$ cat src/hw/rtl/stsum_pkg.sv
// stsum_pkg: shared widths, control word layout and microcode ROM for the
// segment tree range-sum block. No dependencies; used by stsum_seq, stsum_dp
// and the top level.
package stsum_pkg;

	localparam int SUM_BITS       = 26;
	localparam int POS_BITS       = 11;
	localparam int WVAL_BITS      = 16;
	localparam int IN_DATA_BITS   = 56;
	localparam int OUT_DATA_BITS  = 32;
	localparam int LEAVES_DEF     = 1024;
	localparam int VALUE_BITS_DEF = 16;

	// sequencer steps (microcode addresses)
	typedef enum logic [3:0] {
		S_CLEAR    = 4'd0,
		S_IDLE     = 4'd1,
		S_DISPATCH = 4'd2,
		S_WCHECK   = 4'd3,
		S_WLEAF    = 4'd4,
		S_WCLIMB   = 4'd5,
		S_WSIB     = 4'd6,
		S_QLOAD    = 4'd7,
		S_QREADL   = 4'd8,
		S_QADDL    = 4'd9,
		S_QADDR    = 4'd10,
		S_EMIT     = 4'd11
	} step_t;

	// memory read address source
	typedef enum logic [2:0] {
		RD_NONE,
		RD_LEAF_SIB,
		RD_SIB,
		RD_L,
		RD_RM1,
		RD_LNEXT
	} rd_sel_t;

	// memory write source
	typedef enum logic [1:0] {
		WR_NONE,
		WR_CLR,
		WR_LEAF,
		WR_PARENT
	} wr_sel_t;

	// datapath register action
	typedef enum logic [2:0] {
		ACT_NOP,
		ACT_CLR_INC,
		ACT_TAKE,
		ACT_LOAD_W,
		ACT_CLIMB,
		ACT_LOAD_Q,
		ACT_ADD_L,
		ACT_ADD_R
	} act_t;

	// EMIT is signaled by its own bit so the action set stays at eight
	typedef enum logic [1:0] {
		J_NEXT,
		J_GOTO,
		J_IF,
		J_WAIT
	} jmp_t;

	typedef enum logic [2:0] {
		COND_IN,
		COND_QUERY,
		COND_BADPOS,
		COND_AT_TOP,
		COND_EMPTY,
		COND_MORE,
		COND_OUT_FREE,
		COND_CLR_LAST
	} cond_t;

	typedef struct packed {
		rd_sel_t rd;
		wr_sel_t wr;
		act_t    act;
		logic    emit;
		jmp_t    jmp;
		cond_t   cond;
		step_t   target;
	} ctrl_t;

	typedef struct packed {
		logic clr_last;
		logic query;
		logic bad_pos;
		logic at_top;
		logic empty;
		logic more;
		logic out_free;
	} status_t;

	function automatic ctrl_t mk(rd_sel_t rd, wr_sel_t wr, act_t act, logic emit,
			jmp_t jmp, cond_t cond, step_t target);
		ctrl_t c;
		c.rd     = rd;
		c.wr     = wr;
		c.act    = act;
		c.emit   = emit;
		c.jmp    = jmp;
		c.cond   = cond;
		c.target = target;
		return c;
	endfunction

	// microcode ROM
	function automatic ctrl_t ucode(step_t s);
		ctrl_t c;
		unique case (s)
			S_CLEAR:    c = mk(RD_NONE, WR_CLR, ACT_CLR_INC, 1'b0, J_WAIT, COND_CLR_LAST, S_IDLE);
			S_IDLE:     c = mk(RD_NONE, WR_NONE, ACT_TAKE, 1'b0, J_WAIT, COND_IN, S_DISPATCH);
			S_DISPATCH: c = mk(RD_NONE, WR_NONE, ACT_NOP, 1'b0, J_IF, COND_QUERY, S_QLOAD);
			S_WCHECK:   c = mk(RD_NONE, WR_NONE, ACT_NOP, 1'b0, J_IF, COND_BADPOS, S_IDLE);
			S_WLEAF:    c = mk(RD_LEAF_SIB, WR_LEAF, ACT_LOAD_W, 1'b0, J_NEXT, COND_IN, S_IDLE);
			S_WCLIMB:   c = mk(RD_NONE, WR_PARENT, ACT_CLIMB, 1'b0, J_IF, COND_AT_TOP, S_IDLE);
			S_WSIB:     c = mk(RD_SIB, WR_NONE, ACT_NOP, 1'b0, J_GOTO, COND_IN, S_WCLIMB);
			S_QLOAD:    c = mk(RD_NONE, WR_NONE, ACT_LOAD_Q, 1'b0, J_IF, COND_EMPTY, S_EMIT);
			S_QREADL:   c = mk(RD_L, WR_NONE, ACT_NOP, 1'b0, J_NEXT, COND_IN, S_IDLE);
			S_QADDL:    c = mk(RD_RM1, WR_NONE, ACT_ADD_L, 1'b0, J_NEXT, COND_IN, S_IDLE);
			S_QADDR:    c = mk(RD_LNEXT, WR_NONE, ACT_ADD_R, 1'b0, J_IF, COND_MORE, S_QADDL);
			S_EMIT:     c = mk(RD_NONE, WR_NONE, ACT_NOP, 1'b1, J_WAIT, COND_OUT_FREE, S_IDLE);
			default:    c = mk(RD_NONE, WR_NONE, ACT_NOP, 1'b0, J_GOTO, COND_IN, S_IDLE);
		endcase
		return c;
	endfunction

endpackage

$ cat src/hw/rtl/stsum_seq.sv
// stsum_seq: step counter and microcode fetch with conditional jumps.
// Depends on stsum_pkg (control word, status struct, ROM).
module stsum_seq (
	input  logic               clk,
	input  logic               arst_n,
	input  logic               in_valid,
	input  stsum_pkg::status_t status,
	output stsum_pkg::ctrl_t   ctrl
);

	stsum_pkg::step_t step_q;
	stsum_pkg::step_t step_next;
	stsum_pkg::step_t step_inc;
	logic             cond;

	assign ctrl     = stsum_pkg::ucode(step_q);
	assign step_inc = stsum_pkg::step_t'(step_q + 4'd1);

	always_comb begin
		unique case (ctrl.cond)
			stsum_pkg::COND_IN:       cond = in_valid;
			stsum_pkg::COND_QUERY:    cond = status.query;
			stsum_pkg::COND_BADPOS:   cond = status.bad_pos;
			stsum_pkg::COND_AT_TOP:   cond = status.at_top;
			stsum_pkg::COND_EMPTY:    cond = status.empty;
			stsum_pkg::COND_MORE:     cond = status.more;
			stsum_pkg::COND_OUT_FREE: cond = status.out_free;
			stsum_pkg::COND_CLR_LAST: cond = status.clr_last;
			default:                  cond = 1'b0;
		endcase
	end

	always_comb begin
		unique case (ctrl.jmp)
			stsum_pkg::J_NEXT: step_next = step_inc;
			stsum_pkg::J_GOTO: step_next = ctrl.target;
			stsum_pkg::J_IF:   step_next = cond ? ctrl.target : step_inc;
			stsum_pkg::J_WAIT: step_next = cond ? ctrl.target : step_q;
			default:           step_next = stsum_pkg::S_IDLE;
		endcase
	end

	always_ff @(posedge clk or negedge arst_n) begin
		if (!arst_n) begin
			step_q <= stsum_pkg::S_CLEAR;
		end else begin
			step_q <= step_next;
		end
	end

endmodule

$ cat config.mk
export PLATFORM = sky130hd
export DESIGN_NAME = stsum_seq
export DESIGN_NICKNAME = d
export VERILOG_FILES = /design/src/hw/rtl/stsum_pkg.sv /design/src/hw/rtl/stsum_seq.sv
export SDC_FILE = /design/constraint.sdc
export NUM_CORES = 1
export LEC_CHECK = 0
export BUFFER_PORTS_ARGS = -buffer_cell sky130_fd_sc_hd__buf_2
export CAP_MARGIN = 20
export CORE_UTILIZATION = 46
export DETAILED_ROUTE_END_ITERATION = 6
export MAX_ROUTING_LAYER = met4
export PLACE_DENSITY = 0.87
export SETUP_SLACK_MARGIN = 0.05
export SYNTH_ARGS = -nofsm -noshare
export SYNTH_HDL_FRONTEND = slang
export SYNTH_SLANG_ARGS = --single-unit
$ cat constraint.sdc
create_clock -name clk -period 2.2 [get_ports clk]
set_input_delay 0.22 -clock clk [delete_from_list [all_inputs] [get_ports clk]]
set_output_delay 0.22 -clock clk [all_outputs]
set_load 0.005 [all_outputs]
==> key figures, run 1 <==
Run status
  – Status: complete, but fails checks
  – Failing checks: negative setup slack

GRT
  – Initial antenna violation count: 0
  – GRT Util Overall: 30.2%
  – Largest net degree at the start of global routing: 18
  – Via count of the first global-routing pass: 1079
  – Global route overflow: 0
  – First-pass GRT wire length: 4620 um

Layout
  – Fill cells: 140
  – Share of cells above drive strength 1: 46.6%
  – Post-route cell area: 1340 um2
  – Biggest regs: step_q: 4 flops
  – Register name with the most flops: step_q
  – Ant diodes: 0
  – Nets: 194
  – Area Overhead vs Synth: 41.3%
  – Max reg flops: 4
  – Most common cell after layout, fill and taps aside: buf_2
  – Most frequent cells in the layout: 27 x buf_2, 21 x buf_4, 15 x nand2_1, 13 x nor2_1

Floorplanning
  – DIE HEIGHT: 47.4 um
  – Core Footprint: 1940 um2
  – I/O pin cnt: 28
  – Die X-Extent: 47.4 um
  – Initial Util: 48.8%
  – Row Count: 16
  – Die area: 2250 um2

Setup path
  – CP required: 2.32 ns
  – CP arrival: 2.36 ns
  – CP startpoint: step_q[1]
  – Crit. End Element: flop
  – Crit Path Max Fanout: 7
  – Crit Path Category: flop to flop
  – RR Startpoint: step_q[1]
  – Crit start category: flop

Synthesis
  – Yosys reg bits: 4
  – Yosys top cell area share: 11.9%
  – Synth unique cells: 45
  – Synth Warn #: 0
  – Compound-cell area share of the yosys netlist: 30.5%
  – Syn_area_per_cell: 7.47 um2
  – Sequential cell area fraction in the yosys report: 10.6%
  – Largest family of logic cells by synthesized area: compound AO/OA/AOI/OAI gates
  – Synth Area in Simple Gates: 25.7%
  – Xor/xnor share of the synthesized area: 0%
  – Post-Syn Area: 948 um2
  – Cells after synthesis: 127
  – Mux contribution to synthesized area: 12.3%
  – Synth area leaders: ha_1 12%, dfrtp_1 11%, mux2i_1 6.3%, nand2_1 6.3%, nor2_1 5.1%
  – Syn Nets: 146
  – Area leader, netlist: ha_1
  – Adder-Cell Fraction of Synth Area: 11.9%

STA
  – RSZ-0062 raised after global routing: true
  – Min Tclk post-route: 2.24 ns
  – Final count of pins violating max slew: 0
  – Final WS setup: -0.0427 ns
  – Worst-Margin Slew: 0.379 ns
  – TNS Setup: -0.0739 ns
  – Slew headroom: 74.4%
  – Crit share post-route: 102%
  – Smallest hold slack: 0.300 ns
  – Skew final: 0.0175 ns
  – Final setup viols: 2
  – Hold Vio Cnt, Final: 0
  – Maximum clock frequency: 446 MHz

Worst hold path
  – Worst hold path type: input port to async pin

Drt
  – WL/cell: 15.3 um
  – Via count: 1205
  – Mean number of vias per cell: 6.00
  – Final wirelength: 3070 um
  – Post-route ant nets: 0
  – # DRC: 0
  – Iteration-0 DRC Markers: 36
  – 1st-pass router iterations: 4

Clock tree
  – Worst-Skew Late Latency: 0.26 ns
  – CTS tree: done
  – Clock buffer depth: 2
  – Root Driver: clkbuf_4
  – Clk sinks: 4
  – Number of CTS-inserted buffers: 3
  – H-tree depth: 1
  – CTS clock-pin slew for the worst setup and hold paths: 0.06 ns

Placed design
  – Number of I/O port buffers: 27
  – RD Place Congestion: 0.955
  – Post-DP HPWL: 2310 um
  – Placed Area: 1240 um2

Run
  – Max Cap Viol: 0
==> metrics by stage <==
stage	std cells	utilization, %	worst slack (ns)
global route	201	69.0	-0.117
detailed placement	195	64.1	-0.0651
global placement	195	64.1	-0.00312
finish	201	69.0	-0.0427
CTS	201	67.8	0.0158
floorplan	127	-	0.0814
==> logic make-up (layout without fill, tap and decap cells) <==
kind of cell    Yosys count  in the layout
mux                       9              9
fa+ha+maj                 9              9
buf+inv                  15             62
flops                     4              4
compound gates           39             39
simple gates             51             51
==> Yosys cell counts (all sizes together) <==
cell type and number:
mux2i 8, o31a 1, mux2 1, or2b 1
ha 9, or2 1, nand2b 1, nand4 1
nor3b 1, a32o 1, buf 5, nand2 16
nor2b 6, a21o 1, dlymetal6s2s 1, o21bai 1
o31ai 4, nor3 4, a22oi 1, o21ai 7
a31o 1, a21oi 6, and2 2, a311o 1
or3 1, a22o 2, a211o 1, a21boi 1
a31oi 3, a211oi 4, o22ai 4, nor4 1
nor2 13, nand3 3, dfrtp 4, inv 9
==> critical path: stages (launching register included) <==
cell and delay [ns]:
dfrtp_2 0.44, buf_4 0.18, ha_2 0.18, nand2_1 0.08, a21oi_2 0.23, nor2_1 0.12, o22ai_2 0.18, a211oi_2 0.08
buf_4 0.16, a21o_1 0.18, a211o_1 0.26
==> per-layer routing <==
| layer | global-route usage, % | vias to the layer above | wire length, um |
|---|---|---|---|
| met3 | 10.8 | 14 | 199 |
| met1 | 30.4 | 573 | 1230 |
| met5 | - | - | 0 |
| li1 | - | 550 | - |
| met2 | 50.4 | 68 | 1570 |
| met4 | 16.0 | 0 | 72 |
==> final timing paths <==
kind	cells after the start	slack [ns]	to
setup / recovery	10	-0.04	step_q[3]
hold / removal	2	0.30	step_q[0]
setup reg to reg	10	-0.04	step_q[3]
hold reg to reg	2	0.73	step_q[0]
max in group asynchronous	2	1.75	step_q[3]
min in group clk	5	0.42	step_q[1]
==> cell type report <==
class	instances	area, um2	area share, %
Clock buffer	4	26.3	1.96
Tap cell	27	33.8	2.52
Multi-Input combinational cell	108	838	62.6
Inverter	9	36.3	2.71
Timing Repair Buffer	49	303	22.6
Sequential cell	4	103	7.66
==> repair_timing <==
item,in CTS,in global routing
setup buffers,1,0
hold endpoints to repair,4,0
setup endpoints to repair,4,5
resized for setup,9,3
pin swaps,4,1
hold buffers,1,0
Power of run 1 is not shown: default switching activity piles up to over one toggle a cycle in this logic, so the estimate is an artifact.
==> inputs of run 2 (changes only) <==
Settings changed: MAX_ROUTING_LAYER met4 to not set.
==> run 2 against run 1 <==
Net effect: the run still ends with negative setup slack left; setup slack got worse by 0.026 ns; first-iteration DRC count rose by 28%; via count rose by 3.9%; cell count rose by 1.0%; sequential share of layout area fell by 0.42 points.
==> key figures, run 2 (synthesized netlist as in run 1, its figures left out) <==
Layout
  – Biggest regs: step_q: 4 flops
  – Post-route cell area: 1440 um2 (+7.1%)
  – Max reg flops: 4 (unchanged)
  – Fill cells: 127 (-9.3%)
  – Ant diodes: 0 (unchanged)
  – Share of cells above drive strength 1: 51.7% (+5.2 points)
  – Area Overhead vs Synth: 51.3%
  – Register name with the most flops: step_q
  – Most common cell after layout, fill and taps aside: buf_2
  – Nets: 196 (+1.0%)
  – Most frequent cells in the layout: 27 x buf_2, 22 x buf_4, 14 x nand2_1, 11 x nor2_1

Clock tree
  – CTS tree: done
  – Clock buffer depth: 2 (unchanged)
  – CTS clock-pin slew for the worst setup and hold paths: 0.06 ns (about the same)
  – Root Driver: clkbuf_4
  – Number of CTS-inserted buffers: 3 (unchanged)
  – Worst-Skew Late Latency: 0.26 ns (about the same)
  – H-tree depth: 1 (unchanged)
  – Clk sinks: 4 (unchanged)

Run status
  – Status: complete, but fails checks
  – Failing checks: negative setup slack

GRT
  – Global route overflow: 0 (unchanged)
  – Largest net degree at the start of global routing: 18 (unchanged)
  – GRT Util Overall: 31.2% (+1.1 points)
  – Via count of the first global-routing pass: 1069 (-0.93%)
  – Initial antenna violation count: 0 (unchanged)
  – First-pass GRT wire length: 4840 um (+4.9%)

Floorplanning
  – Core Footprint: 1940 um2 (unchanged)
  – Die X-Extent: 47.4 um (unchanged)
  – I/O pin cnt: 28 (unchanged)
  – Die area: 2250 um2 (unchanged)
  – DIE HEIGHT: 47.4 um (unchanged)
  – Initial Util: 48.8% (unchanged)
  – Row Count: 16 (unchanged)

Drt
  – Post-route ant nets: 0 (unchanged)
  – M1 WL: 1330 um (+7.9%)
  – # DRC: 0 (unchanged)
  – 1st-pass router iterations: 4 (unchanged)
  – Iteration-0 DRC Markers: 46 (+28%)
  – Top Layer Used: met4
  – Mean number of vias per cell: 6.17 (+2.9%)
  – Via count: 1252 (+3.9%)
  – Met3 WL: 281 um (+41%)
  – Final wirelength: 3600 um (+17%)
  – Met2 wire len: 1830 um (+17%)
  – WL/cell: 17.7 um (+16%)

STA
  – Final WS setup: -0.0687 ns (-0.0260 ns)
  – Final setup viols: 4 (+2)
  – Maximum clock frequency: 441 MHz (-1.1%)
  – Skew final: 0.0243 ns (+0.00680 ns)
  – Crit share post-route: 103% (+1.2 points)
  – Hold Vio Cnt, Final: 0 (unchanged)
  – Final count of pins violating max slew: 0 (unchanged)
  – Min Tclk post-route: 2.27 ns (+0.0260 ns)
  – RSZ-0062 raised after global routing: true
  – Slew headroom: 76.8% (+2.3 points)
  – Worst-Margin Slew: 0.348 ns (-0.0319 ns)

Setup path
  – Crit-path slowest cell: dfrtp_2
  – Crit Path Max Fanout: 8 (+1)
  – Crit Path Category: flop to flop
  – CP arrival: 2.38 ns (+0.02 ns)
  – CP required: 2.32 ns (about the same)
  – Worst r2r path cells: 9 (-1)
  – CP cell instances: inv_4, ha_4, mux2i_4, mux2i_4, buf_4, o31ai_4, nand2_4, a21o_1, a211o_1
  – Critical Path Max Stage Delay: 0.45 ns (about the same)
  – Crit. End Element: flop
  – Crit start category: flop
  – Crit path top cell by count: mux2i_4

Worst hold path
  – Worst hold path type: input port to async pin

Placed design
  – Number of I/O port buffers: 27 (unchanged)
  – RD Place Congestion: 0.919 (-3.7%)
  – Post-DP HPWL: 2220 um (-4.0%)
  – Placed Area: 1240 um2 (unchanged)

Run
  – Max Cap Viol: 0 (unchanged)
run 2: cell count changes in the layout (fill, tap and decap cells not counted), sizes merged:
cell	delta
buf	+2
run 2: cell type report:
| type | count | area (um2) | area share, % |
|---|---|---|---|
| Multi-Input combinational cell | 108 | 911 | 63.5 |
| Inverter | 9 | 38.8 | 2.70 |
| Sequential cell | 4 | 104 | 7.24 |
| Tap cell | 27 | 33.8 | 2.35 |
| Timing Repair Buffer | 51 | 322 | 22.4 |
| Clock buffer | 4 | 26.3 | 1.83 |
run 2: worst paths after layout:
check | startpoint | to | slack (ns)
min in group clk | in_valid | step_q[1] | 0.41
setup reg to reg | step_q[1] | step_q[3] | -0.07
setup / recovery | step_q[1] | step_q[3] | -0.07
hold / removal | arst_n | step_q[0] | 0.29
max in group asynchronous | arst_n | step_q[3] | 1.75
hold reg to reg | step_q[0] | step_q[0] | 0.75
run 2: repair_timing:
item,in CTS,in global routing
hold buffers,1,0
buffers inserted,3,0
pin swaps,7,4
gates resized for setup,17,13
endpoints found under the hold margin,4,0
setup endpoints to repair,4,5
run 2: per-layer routing:
metal | vias up | track usage (%)
li1 | 563 | -
met1 | 584 | 34.8
met2 | 87 | 52.9
met3 | 18 | 9.23
met4 | 0 | 17.1
met5 | - | 0
run 2: worst max-delay path: cells and delay by family (launching register included):
family                     cells  cell delay (ns)
AOI/OAI and AO/OA              3             0.79
adders and majority gates      1             0.17
buffers and inverters          2             0.24
DFF                            1             0.45
muxes                          2             0.34
and+or+nand+nor                1             0.13
run 2: stage by stage:
stage	TNS, ns	instances	util, %	hold WS, ns	setup slack (ns)
finish	-0.113	203	73.9	0.287	-0.0687
global route	-0.407	203	73.9	0.295	-0.118
CTS	0	203	70.7	0.286	0.0395
detailed placement	-0.0624	195	64.1	0.0320	-0.0373
global placement	0	195	64.1	0.0293	0.00156
floorplan	0	127	-	-0.0756	0.0814
Power of run 2 is left out for the same reason.
